==> src/sv/spims_pkg.sv <==
package spims_pkg;

    localparam int HALF_W    = 16;
    localparam int TICK_W    = 24;
    localparam int RBC_W     = 3;
    localparam int CFG_IDX_W = 2;

    localparam logic [HALF_W-1:0] HALF_RESET    = 16'd25;
    localparam logic [TICK_W-1:0] TIMEOUT_RESET = 24'd1000000;
    localparam logic [TICK_W-1:0] SETTLE_RESET  = 24'd50000;
    localparam logic [7:0]        IR_BYTE       = 8'hFF;

    typedef enum logic [CFG_IDX_W-1:0] {
        CFG_HALF    = 2'd0,
        CFG_TIMEOUT = 2'd1,
        CFG_SETTLE  = 2'd2
    } cfg_idx_t;

    typedef enum logic [2:0] {
        CMD_NONE     = 3'd0,
        CMD_XFER     = 3'd1,
        CMD_SELECT   = 3'd2,
        CMD_DESELECT = 3'd3,
        CMD_SET_RST  = 3'd4,
        CMD_WAIT_RDY = 3'd5,
        CMD_IF_RESET = 3'd6
    } cmd_t;

    typedef enum logic [2:0] {
        OP_IDLE      = 3'd0,
        OP_XFER      = 3'd1,
        OP_CSWAIT    = 3'd2,
        OP_READY     = 3'd3,
        OP_IR_SEL    = 3'd4,
        OP_IR_XFER   = 3'd5,
        OP_IR_DESEL  = 3'd6,
        OP_IR_SETTLE = 3'd7
    } op_t;

    typedef struct packed {
        logic [HALF_W-1:0] half_period_ticks;
        logic [TICK_W-1:0] ready_timeout_ticks;
        logic [TICK_W-1:0] settle_ticks;
    } cfg_t;

    typedef struct packed {
        logic [1:0] pad;
        logic       drdy_n;
        logic       miso;
        logic       reset_level;
        logic [7:0] tx_byte;
        logic [2:0] command;
    } item_t;

    typedef struct packed {
        logic       timed_out;
        logic       ready_seen;
        logic [7:0] rx_byte;
        logic       done_res;
        logic       busy_res;
        logic       adc_reset;
        logic       cs_n;
        logic       mosi;
        logic       sck;
    } result_t;

endpackage

==> src/sv/spims_cfg.sv <==
module spims_cfg (
    input  logic                        clk,
    input  logic                        rst_n,
    input  logic                        cfg_valid,
    output logic                        cfg_ready,
    input  logic [spims_pkg::CFG_IDX_W-1:0] cfg_index,
    input  logic [spims_pkg::TICK_W-1:0]    cfg_data,
    output spims_pkg::cfg_t             cfg
);

    spims_pkg::cfg_t cfg_reg;

    assign cfg_ready = 1'b1;
    assign cfg       = cfg_reg;

    always_ff @(posedge clk or negedge rst_n)
    begin
        if (!rst_n)
        begin
            cfg_reg.half_period_ticks   <= spims_pkg::HALF_RESET;
            cfg_reg.ready_timeout_ticks <= spims_pkg::TIMEOUT_RESET;
            cfg_reg.settle_ticks        <= spims_pkg::SETTLE_RESET;
        end
        else if (cfg_valid && cfg_ready)
        begin
            unique case (cfg_index)
                spims_pkg::CFG_HALF:
                    cfg_reg.half_period_ticks <= cfg_data[spims_pkg::HALF_W-1:0];
                spims_pkg::CFG_TIMEOUT:
                    cfg_reg.ready_timeout_ticks <= cfg_data;
                spims_pkg::CFG_SETTLE:
                    cfg_reg.settle_ticks <= cfg_data;
                default:
                begin
                end
            endcase
        end
    end

endmodule

==> src/sv/spims_core.sv <==
module spims_core #(
    parameter int COUNTER_BITS = 24,
    parameter int RESET_BYTES  = 4
) (
    input  logic                clk,
    input  logic                rst_n,
    input  logic                step_en,
    input  spims_pkg::item_t    item,
    input  spims_pkg::cfg_t     cfg,
    output spims_pkg::result_t  res
);

    localparam int WL = (COUNTER_BITS > spims_pkg::TICK_W) ? COUNTER_BITS : spims_pkg::TICK_W;
    localparam logic [WL-1:0] CNT_MAX = WL'({COUNTER_BITS{1'b1}});

    function automatic logic [COUNTER_BITS-1:0] wait_load(input logic [spims_pkg::TICK_W-1:0] ticks);
        logic [WL-1:0] t;
        t = WL'(ticks) - WL'(ticks != '0);
        if (t > CNT_MAX)
            return CNT_MAX[COUNTER_BITS-1:0];
        return t[COUNTER_BITS-1:0];
    endfunction

    spims_pkg::op_t              op_reg, op_next;
    logic                        sck_reg, sck_next;
    logic                        mosi_reg, mosi_next;
    logic                        cs_reg, cs_next;
    logic                        rst_pin_reg, rst_pin_next;
    logic [7:0]                  tx_reg, tx_next;
    logic [7:0]                  rx_reg, rx_next;
    logic [2:0]                  bit_reg, bit_next;
    logic [COUNTER_BITS-1:0]     wait_reg, wait_next;
    logic [spims_pkg::RBC_W-1:0] rbc_reg, rbc_next;
    logic                        phase_reg, phase_next;

    logic [COUNTER_BITS-1:0] half_load, tmo_load, settle_load, wait_dec;
    logic [spims_pkg::RBC_W:0] rbc_inc;

    // shifter step shared by both transfer states
    logic                    sh_done, sh_sck, sh_mosi, sh_phase;
    logic [7:0]              sh_tx, sh_rx;
    logic [2:0]              sh_bit;
    logic [COUNTER_BITS-1:0] sh_wait;

    logic done, rdy, tmo;

    assign half_load   = wait_load(spims_pkg::TICK_W'(cfg.half_period_ticks));
    assign tmo_load    = wait_load(cfg.ready_timeout_ticks);
    assign settle_load = wait_load(cfg.settle_ticks);
    assign wait_dec    = wait_reg - COUNTER_BITS'(wait_reg != '0);
    assign rbc_inc     = {1'b0, rbc_reg} + (spims_pkg::RBC_W+1)'(1);

    always_comb
    begin
        sh_done  = 1'b0;
        sh_sck   = sck_reg;
        sh_mosi  = mosi_reg;
        sh_phase = phase_reg;
        sh_tx    = tx_reg;
        sh_rx    = rx_reg;
        sh_bit   = bit_reg;
        sh_wait  = wait_reg;
        if (wait_reg != '0)
        begin
            sh_wait = wait_dec;
        end
        else if (!phase_reg)
        begin
            sh_sck   = 1'b1;
            sh_phase = 1'b1;
            sh_wait  = half_load;
        end
        else
        begin
            sh_rx = {rx_reg[6:0], item.miso};
            if (bit_reg == 3'd7)
            begin
                sh_done = 1'b1;
            end
            else
            begin
                sh_bit   = bit_reg + 3'd1;
                sh_sck   = 1'b0;
                sh_mosi  = tx_reg[7];
                sh_tx    = {tx_reg[6:0], 1'b0};
                sh_phase = 1'b0;
                sh_wait  = half_load;
            end
        end
    end

    always_comb
    begin
        op_next      = op_reg;
        sck_next     = sck_reg;
        mosi_next    = mosi_reg;
        cs_next      = cs_reg;
        rst_pin_next = rst_pin_reg;
        tx_next      = tx_reg;
        rx_next      = rx_reg;
        bit_next     = bit_reg;
        wait_next    = wait_reg;
        rbc_next     = rbc_reg;
        phase_next   = phase_reg;
        done         = 1'b0;
        rdy          = 1'b0;
        tmo          = 1'b0;
        unique case (op_reg)
            spims_pkg::OP_IDLE:
            begin
                case (spims_pkg::cmd_t'(item.command))
                    spims_pkg::CMD_XFER:
                    begin
                        sck_next   = 1'b0;
                        mosi_next  = item.tx_byte[7];
                        tx_next    = {item.tx_byte[6:0], 1'b0};
                        bit_next   = 3'd0;
                        phase_next = 1'b0;
                        wait_next  = half_load;
                        op_next    = spims_pkg::OP_XFER;
                    end
                    spims_pkg::CMD_SELECT, spims_pkg::CMD_DESELECT:
                    begin
                        cs_next   = (spims_pkg::cmd_t'(item.command) == spims_pkg::CMD_DESELECT);
                        wait_next = half_load;
                        op_next   = spims_pkg::OP_CSWAIT;
                    end
                    spims_pkg::CMD_SET_RST:
                    begin
                        rst_pin_next = item.reset_level;
                        done         = 1'b1;
                    end
                    spims_pkg::CMD_WAIT_RDY:
                    begin
                        if (!item.drdy_n)
                        begin
                            done = 1'b1;
                            rdy  = 1'b1;
                        end
                        else
                        begin
                            wait_next = tmo_load;
                            if (tmo_load == '0)
                            begin
                                done = 1'b1;
                                tmo  = 1'b1;
                            end
                            else
                            begin
                                op_next = spims_pkg::OP_READY;
                            end
                        end
                    end
                    spims_pkg::CMD_IF_RESET:
                    begin
                        cs_next   = 1'b0;
                        wait_next = half_load;
                        rbc_next  = '0;
                        op_next   = spims_pkg::OP_IR_SEL;
                    end
                    default:
                    begin
                    end
                endcase
            end
            spims_pkg::OP_XFER:
            begin
                sck_next   = sh_sck;
                mosi_next  = sh_mosi;
                phase_next = sh_phase;
                tx_next    = sh_tx;
                rx_next    = sh_rx;
                bit_next   = sh_bit;
                wait_next  = sh_wait;
                if (sh_done)
                begin
                    done    = 1'b1;
                    op_next = spims_pkg::OP_IDLE;
                end
            end
            spims_pkg::OP_READY:
            begin
                if (!item.drdy_n)
                begin
                    done    = 1'b1;
                    rdy     = 1'b1;
                    op_next = spims_pkg::OP_IDLE;
                end
                else
                begin
                    wait_next = wait_dec;
                    if (wait_dec == '0)
                    begin
                        done    = 1'b1;
                        tmo     = 1'b1;
                        op_next = spims_pkg::OP_IDLE;
                    end
                end
            end
            spims_pkg::OP_IR_SEL:
            begin
                if (wait_reg != '0)
                begin
                    wait_next = wait_dec;
                end
                else
                begin
                    sck_next   = 1'b0;
                    mosi_next  = spims_pkg::IR_BYTE[7];
                    tx_next    = {spims_pkg::IR_BYTE[6:0], 1'b0};
                    bit_next   = 3'd0;
                    phase_next = 1'b0;
                    wait_next  = half_load;
                    op_next    = spims_pkg::OP_IR_XFER;
                end
            end
            spims_pkg::OP_IR_XFER:
            begin
                rx_next = sh_rx;
                if (!sh_done)
                begin
                    sck_next   = sh_sck;
                    mosi_next  = sh_mosi;
                    phase_next = sh_phase;
                    tx_next    = sh_tx;
                    bit_next   = sh_bit;
                    wait_next  = sh_wait;
                end
                else if (rbc_inc >= (spims_pkg::RBC_W+1)'(RESET_BYTES))
                begin
                    cs_next   = 1'b1;
                    wait_next = half_load;
                    op_next   = spims_pkg::OP_IR_DESEL;
                end
                else
                begin
                    rbc_next   = rbc_inc[spims_pkg::RBC_W-1:0];
                    sck_next   = 1'b0;
                    mosi_next  = spims_pkg::IR_BYTE[7];
                    tx_next    = {spims_pkg::IR_BYTE[6:0], 1'b0};
                    bit_next   = 3'd0;
                    phase_next = 1'b0;
                    wait_next  = half_load;
                end
            end
            spims_pkg::OP_IR_DESEL:
            begin
                if (wait_reg != '0)
                begin
                    wait_next = wait_dec;
                end
                else
                begin
                    wait_next = settle_load;
                    op_next   = spims_pkg::OP_IR_SETTLE;
                end
            end
            default:
            begin
                // cs wait and settle wait
                if (wait_reg != '0)
                begin
                    wait_next = wait_dec;
                end
                else
                begin
                    done    = 1'b1;
                    op_next = spims_pkg::OP_IDLE;
                end
            end
        endcase
    end

    always_ff @(posedge clk or negedge rst_n)
    begin
        if (!rst_n)
        begin
            op_reg      <= spims_pkg::OP_IDLE;
            sck_reg     <= 1'b1;
            mosi_reg    <= 1'b0;
            cs_reg      <= 1'b1;
            rst_pin_reg <= 1'b1;
            tx_reg      <= '0;
            rx_reg      <= '0;
            bit_reg     <= '0;
            wait_reg    <= '0;
            rbc_reg     <= '0;
            phase_reg   <= 1'b0;
        end
        else if (step_en)
        begin
            op_reg      <= op_next;
            sck_reg     <= sck_next;
            mosi_reg    <= mosi_next;
            cs_reg      <= cs_next;
            rst_pin_reg <= rst_pin_next;
            tx_reg      <= tx_next;
            rx_reg      <= rx_next;
            bit_reg     <= bit_next;
            wait_reg    <= wait_next;
            rbc_reg     <= rbc_next;
            phase_reg   <= phase_next;
        end
    end

    always_comb
    begin
        res.sck        = sck_next;
        res.mosi       = mosi_next;
        res.cs_n       = cs_next;
        res.adc_reset  = rst_pin_next;
        res.busy_res   = (op_next != spims_pkg::OP_IDLE);
        res.done_res   = done;
        res.rx_byte    = rx_next;
        res.ready_seen = rdy;
        res.timed_out  = tmo;
    end

    a_done_not_busy: assert property (@(posedge clk) disable iff (!rst_n)
        (step_en && res.done_res) |-> !res.busy_res)
        else $error("command finished but sequencer still busy");

    a_cs_wait_count: assert property (@(posedge clk) disable iff (!rst_n)
        (step_en && op_reg == spims_pkg::OP_CSWAIT && wait_reg != '0)
        |=> (wait_reg == $past(wait_reg) - COUNTER_BITS'(1)))
        else $error("chip select wait did not count down");

endmodule

==> src/sv/spi_mode3_master_sequencer_top.sv <==
// path: an item goes through the input register, then the result register; one item
// per cycle while results are taken; each item advances the sequencer by one tick
// an input register and a result register separate the sides, so a stalled result
// still lets one more item in
// reset: cs_n, sck and adc_reset high, mosi low, sequencer idle, registers at defaults
module spi_mode3_master_sequencer_top #(
    parameter int COUNTER_BITS = 24,
    parameter int RESET_BYTES  = 4
) (
    input  logic        clk,
    input  logic        rst_n,
    input  logic        s_tvalid,
    output logic        s_tready,
    // command[2:0], tx_byte[10:3], reset_level[11], miso[12], drdy_n[13], zero[15:14]
    input  logic [15:0] s_tdata,
    output logic        m_tvalid,
    input  logic        m_tready,
    // sck[0], mosi[1], cs_n[2], adc_reset[3], busy_res[4], done_res[5], rx_byte[13:6],
    // ready_seen[14], timed_out[15]
    output logic [15:0] m_tdata,
    input  logic        cfg_valid,
    output logic        cfg_ready,
    input  logic [1:0]  cfg_index,
    input  logic [23:0] cfg_data
);

    spims_pkg::cfg_t    cfg;
    spims_pkg::item_t   in_data_reg;
    spims_pkg::result_t out_data_reg;
    spims_pkg::result_t res;
    logic               in_valid_reg;
    logic               out_valid_reg;
    logic               advance;

    assign advance  = in_valid_reg && (!out_valid_reg || m_tready);
    assign s_tready = !in_valid_reg || advance;
    assign m_tvalid = out_valid_reg;
    assign m_tdata  = out_data_reg;

    spims_cfg u_cfg (
        .clk       (clk),
        .rst_n     (rst_n),
        .cfg_valid (cfg_valid),
        .cfg_ready (cfg_ready),
        .cfg_index (cfg_index),
        .cfg_data  (cfg_data),
        .cfg       (cfg)
    );

    spims_core #(
        .COUNTER_BITS (COUNTER_BITS),
        .RESET_BYTES  (RESET_BYTES)
    ) u_core (
        .clk     (clk),
        .rst_n   (rst_n),
        .step_en (advance),
        .item    (in_data_reg),
        .cfg     (cfg),
        .res     (res)
    );

    always_ff @(posedge clk or negedge rst_n)
    begin
        if (!rst_n)
        begin
            in_valid_reg  <= 1'b0;
            out_valid_reg <= 1'b0;
        end
        else
        begin
            if (s_tready)
            begin
                in_valid_reg <= s_tvalid;
            end
            if (advance)
            begin
                out_valid_reg <= 1'b1;
            end
            else if (m_tready)
            begin
                out_valid_reg <= 1'b0;
            end
        end
    end

    always_ff @(posedge clk)
    begin
        if (s_tvalid && s_tready)
        begin
            in_data_reg <= s_tdata;
        end
        if (advance)
        begin
            out_data_reg <= res;
        end
    end

    a_hold_input: assert property (@(posedge clk) disable iff (!rst_n)
        (in_valid_reg && !advance) |=> (in_valid_reg && $stable(in_data_reg)))
        else $error("pending item lost while result side stalled");

    a_result_follows: assert property (@(posedge clk) disable iff (!rst_n)
        advance |=> out_valid_reg)
        else $error("processed item produced no result");

endmodule
==> config.mk <==
export PLATFORM = sky130hd
export DESIGN_NAME = spi_mode3_master_sequencer_top
export DESIGN_NICKNAME = d
export VERILOG_FILES = /design/src/sv/spims_pkg.sv /design/src/sv/spims_cfg.sv /design/src/sv/spims_core.sv /design/src/sv/spi_mode3_master_sequencer_top.sv
export SDC_FILE = /design/constraint.sdc
export NUM_CORES = 1
export LEC_CHECK = 0
export ABC_AREA = 1
export ABC_CLOCK_PERIOD_IN_PS = 3400
export BUFFER_PORTS_ARGS = -buffer_cell sky130_fd_sc_hd__buf_2
export CAP_MARGIN = 20
export CORE_MARGIN = 3
export CORE_UTILIZATION = 50
export CTS_CLUSTER_DIAMETER = 120
export DETAILED_ROUTE_END_ITERATION = 7
export HOLD_SLACK_MARGIN = 0.03
export PLACE_DENSITY = 0.7
export SYNTH_ARGS = -nofsm -noshare
export SYNTH_HDL_FRONTEND = slang
export SYNTH_SLANG_ARGS = --single-unit
export TNS_END_PERCENT = 20
==> constraint.sdc <==
create_clock -name clk -period 3.4 [get_ports clk]
set_clock_uncertainty 0.2 [all_clocks]
set_input_delay 0.17 -clock clk [delete_from_list [all_inputs] [get_ports clk]]
set_output_delay 0.17 -clock clk [all_outputs]
set_load 0.03 [all_outputs]
Word-level counts from Yosys, hierarchy flattened
Cells that the tools add are included.
{"block": "totals", "mem_bits_rw": 0, "output_inout_bits": 19, "romBits": 0, "wordCells": 196, "register_bits": 150, "n_memories": 0, "latchBits": 0}
{"block": "classes", "addsub": 6, "shift": 0, "mul": 0, "n_reduce_logical": 29, "n_lt_le_gt_ge": 4, "eq_ne": 23, "div_mod_pow": 0, "bitwise": 0, "mux": 104}
{"operator": "two-way mux 24 bit", "count": 15}
{"operator": "case mux 24 bit (6 select lines)", "count": 1}
{"operator": "two-way mux 8 bit", "count": 10}
{"operator": "> comparator 24 bit (second input constant)", "count": 3}
{"operator": "nonzero test 24 bit", "count": 3}
{"operator": "subtractor 24 x 1 -> 24 bit", "count": 3}
{"operator": "two-way mux 3 bit", "count": 20}
{"operator": "zero test 24 bit", "count": 2}
{"operator": "case mux 24 bit (2 select lines)", "count": 1}
{"operator": "two-way mux 1 bit", "count": 43}
{"operator": "case mux 8 bit (4 select lines)", "count": 1}
{"operator": "case mux 3 bit (4 select lines)", "count": 2}
{"operator": "equality test 3 bit (second input constant)", "count": 7}
{"operator": "case mux 3 bit (6 select lines)", "count": 1}
{"operator": "subtractor 16 x 1 -> 17 bit", "count": 1}
{"operator": "case mux 1 bit (4 select lines)", "count": 4}
{"operator": "nonzero test 16 bit", "count": 1}
{"operator": "AND reduction 5 bit", "count": 3}
{"operator": "inequality test 2 bit (second input constant)", "count": 5}
{"operator": "case mux 1 bit (2 select lines)", "count": 5}
{"operator": "equality test 3 x 2 -> 1 bit (second input constant)", "count": 3}
{"operator": "inequality test 3 bit (second input constant)", "count": 3}
{"operator": "nonzero test 7 bit", "count": 1}
{"operator": "equality test 3 x 1 -> 1 bit (second input constant)", "count": 2}
{"operator": "19 further kinds", "count": 26}

Logic depth before layout (Yosys ltp)
{"block": "logic_depth", "ltp_word": 11, "mapped_depth": 24}

By module
From an unflattened synthesis, not the netlist that was laid out.
{"block": "unflattened", "hier_cells": 1503, "area_unflattened_um2": 10542.6}
{"mod": "spims_core", "cells_per_inst": 1172, "n_inst": 1, "area_per_inst_um2": 6837.8}
{"mod": "spims_cfg", "cells_per_inst": 287, "n_inst": 1, "area_per_inst_um2": 2648.8}
{"mod": "spi_mode3_master_sequencer_top", "cells_per_inst": 44, "n_inst": 1, "area_per_inst_um2": 1056.0}

Worst setup path before layout
No wires, ideal clock.
{"block": "synth_path", "path_kind": "reg-to-reg", "start": "register u_core.wait_reg[16]", "end": "register out_data_reg, in the netlist m_tdata[4] (data pin)", "path_buffers": 2, "slack_ns": -0.047, "required_time_ns": 2.946, "stages_incl_launch_ff": 24, "t_arrival_ns": 2.993, "setup_ns": 0.254, "path_cell_list": "dfrtp_1 nor2_2 nand2_1 nor4_4 nand3_4 buf_2 buf_1 ha_1 ha_1 nand2_4 nor2_4 nand2_1 inv_1 nand2_1 xor2_1 nand3_1 nor2_1 nand2_1 nand3_2 nand2_1 inv_1 nand3_1 nor2_1 nand2_1"}
{"element": "start, declared", "line_no": "spims_core.sv:32", "text": "logic [COUNTER_BITS-1:0] wait_reg, wait_next;"}
{"element": "start signal, assigned", "line_no": "spims_core.sv:300", "text": "wait_reg <= wait_next;"}
{"element": "end signal, assigned", "line_no": "spi_mode3_master_sequencer_top.sv:94", "text": "out_data_reg <= res;"}
{"element": "end, declared", "line_no": "spi_mode3_master_sequencer_top.sv:29", "text": "spims_pkg::result_t out_data_reg;"}

==> impl_metrics.ini <==
[status]
status = completed

[logic_synthesis]
synth_top_flop_cell = dfrtp_1
synth-edff-count = 30
synthCells = 1384
ys_warn_count = 0
async_flop_share_pct = 80.0
syn-cell-area_um2 = 9930
synth.net_count = 1441
synth_top_area_share_pct = 25.4
avgSynthCellArea_um2 = 7.18
synth.top_cells.by_area = dfrtp_1 25%, nand2_1 13%, edfxtp_1 9.1%
seq_area_frac_synth_pct = 39.5
synth_top_cell_by_area = dfrtp_1
yosysMostFrequentCell = nand2_1
ys_seq_elements = 150
synth.top_cells.by_count = 346 x nand2_1, 173 x nor2_1, 158 x inv_1
ys_types = 57

[floorplan]
die_h_um = 147
initial_core_util_pct = 52.1
io_pins = 66
coreArea_um2 = 19100
dieWidth_um = 147
row_count = 50
dieArea_um2 = 21600

[route]
drc = 0
wl_mm = 31.2
vias = 10123
wl_per_cell_um = 16.7
ant_nets = 0
drt-vias-per-instance = 5.40
drtIter0Drc = 973
first_pass_iters = 6

[setup_path]
worst_ep_required_time_ns = 3.45
critPathCaptureType = register
r2r_slack_ns = 0.10
crit_path_start = u_cfg.cfg[41]$_DFFE_PN1P_
critPathKind = register to register
worst_path_max_delay_cell = dfstp_2
path_cells = nor2_1 -> and2_1 -> nand4_1 -> ha_2 -> ha_2 -> nand2_4 -> nor2_4 -> nand2_2 -> xnor2_1 -> nor2_1 -> nand4_1 -> nor4_1 -> nand4_1 -> a21boi_0
r2r_cells = 14
start_kind = register
rr_endpoint = m_tdata[15]$_DFFE_PP_
arrival_ns = 3.34
regToRegStartpoint = u_cfg.cfg[41]$_DFFE_PN1P_
cp_common_cell = nand4_1
path_max_fanout = 8
slowest_delay_ns = 0.54

[cts]
h-tree-depth = 4
cts-root-buf = clkbuf_16
cts_buffers = 17
clk_path_buf_depth = 2
cts_sinks = 150
clk_latency_ns = 0.44
cts_tree = yes
clk_pin_slew_ns = 0.08

[sta]
fin_crit_ns = 3.30
post-route-period-util_pct = 96.9
setup-violations-final = 0
holdWs_ns = 0.0312
tightest_slew_ns = 0.874
final-hold-violation-count = 0
slew_viol_final = 0
rsz0062_at_grt = true
slew_headroom_pct = 41.6
fmax_ghz = 0.303
layout_setup_ws_ns = 0.104
setup_tns_ns = 0

[layout]
fillers = 1636
drive_gt1_share_pct = 22.7
largest_reg_flops = 64
fin_nets = 1658
multi_input_area_um2 = 5390
area_growth_pct = 27.5
antenna_cells = 0
seqCellArea_um2 = 3930
stdcell_count = 1874

[worst_hold_path]
hold_end = u_cfg.cfg[31]$_DFFE_PN0P_
worstHoldPathCells = 4
min_path_type = input pin to register
min_from = cfg_index[1]

[power_and_ir_drop]
finalPower_uw = 7230
peakVddDrop_mv = 0.354
p_leak_uw = 0.00593
cellPowerDensity_nw_per_um2 = 571

[placed_design]
port-buffer-count = 62
post-place-ws_ns = 0.00109
place_inst = 1782
place_congestion = 0.998
hpwl_mm = 23.8

[global_routing]
grt_pass1_vias = 9493
grt_max_degree = 75
antenna_found_initial = 0
gr-usage-all-layers_pct = 28.6
grt.overflow.total = 0
grt_pass1_wl_mm = 49.3

[flow_run]
drv_cap = 0
metrics by stage:
stage                     utilization, %  cell area, um^2
after floorplan                        -             9950
after global placement              59.0            11300
after detailed placement            59.0            11300
after CTS                           64.5            12300
after global routing                66.4            12700
final                               66.4            12700
cell usage in the layout, fill, tap and decap left out, types with 4 or more instances in the layout:
master           n
o22ai_1         13
edfxtp_1        30
nor3_1           9
o21ai_1         17
or2_2            4
nand4_1         27
nor2_1         163
nor2_4          18
o2111ai_1        4
dfstp_2         19
ha_1             6
nand2_2         22
xor2_2          11
xor2_1          22
a21oi_1         40
o21a_1           4
inv_1          156
dlygate4sd3_1   44
nand2_4          4
nor4_1           7
nand3_1         80
buf_4          124
nand2_1        333
nand3_2          4
a31oi_1          8
clkinv_8         5
o211ai_1         9
clkbuf_16       17
xnor2_1         17
clkinv_1         4
nor2_2          28
and2_1           5
buf_2           61
inv_2           20
o21ai_0        127
inv_8            4
dfrtp_1        101
metal layers:
| metal | vias up | global-route usage [%] | share of wire [%] |
|---|---|---|---|
| met3 | 46 | 4.78 | 6.6 |
| met4 | 0 | 7.55 | 1.7 |
| li1 | 4956 | - | - |
| met1 | 4730 | 41.3 | 45 |
| met5 | - | 0 | 0 |
| met2 | 391 | 45.0 | 46 |
power breakdown:
group          switching, uW  internal [uW]
Clock                    924           1010
Sequential               249           2220
Combinational           1670           1160
worst max-delay path, delay by kind of cell, from the launching register on:
kind | cells | cell delay (ns)
XOR/XNOR | 1 | 0.16
AND/OR/NAND/NOR | 10 | 1.51
AO/OA/AOI/OAI | 1 | 0.28
adder cells (fa/ha/maj) | 2 | 0.40
flip-flops | 1 | 0.54
layout make-up:
type | count | share of cell area (%)
flip-flops and latches | 150 | 31.0
well taps | 260 | 2.57
repair buffers | 231 | 13.6
multi-input cells | 1021 | 42.6
clock inverters | 15 | 1.53
inverters | 180 | 5.34
clock buffers | 17 | 3.36
repair_timing:
| item | 4_1_cts | 5_1_grt |
|---|---|---|
| pin swaps | 0 | 28 |
| setup endpoints to repair | 2 | 15 |
| cloned | 0 | 1 |
| hold buffers | 43 | 1 |
| hold endpoints to repair | 126 | 1 |
| gates resized for setup | 2 | 52 |
| buffers inserted | 0 | 14 |
worst max-delay path by stage:
| stage | depth (start not counted) | endpoint | slack, ns |
|---|---|---|---|
| after floorplan | 23 | m_tdata[4]$_DFFE_PP_ | 0.04 |
| after global placement | 24 | m_tdata[4]$_DFFE_PP_ | 0.08 |
| after detailed placement | 24 | m_tdata[4]$_DFFE_PP_ | 0.001 |
| after CTS | 21 | m_tdata[4]$_DFFE_PP_ | 0.003 |
| after global routing | 22 | m_tdata[4]$_DFFE_PP_ | -0.06 |
| final | 14 | m_tdata[15]$_DFFE_PP_ | 0.10 |
kinds of logic after synthesis:
| kind of cell | Yosys count | synth area share (%) |
|---|---|---|
| AO/OA/AOI/OAI | 239 | 13.4 |
| buffers and inverters | 214 | 8.56 |
| adder cells (fa/ha/maj) | 10 | 1.26 |
| AND/OR/NAND/NOR | 719 | 32.4 |
| other | 1 | 0.0377 |
| flip-flops | 150 | 39.5 |
| XOR/XNOR | 51 | 4.80 |
No activity file was read; power rests on OpenSTA's default activity.
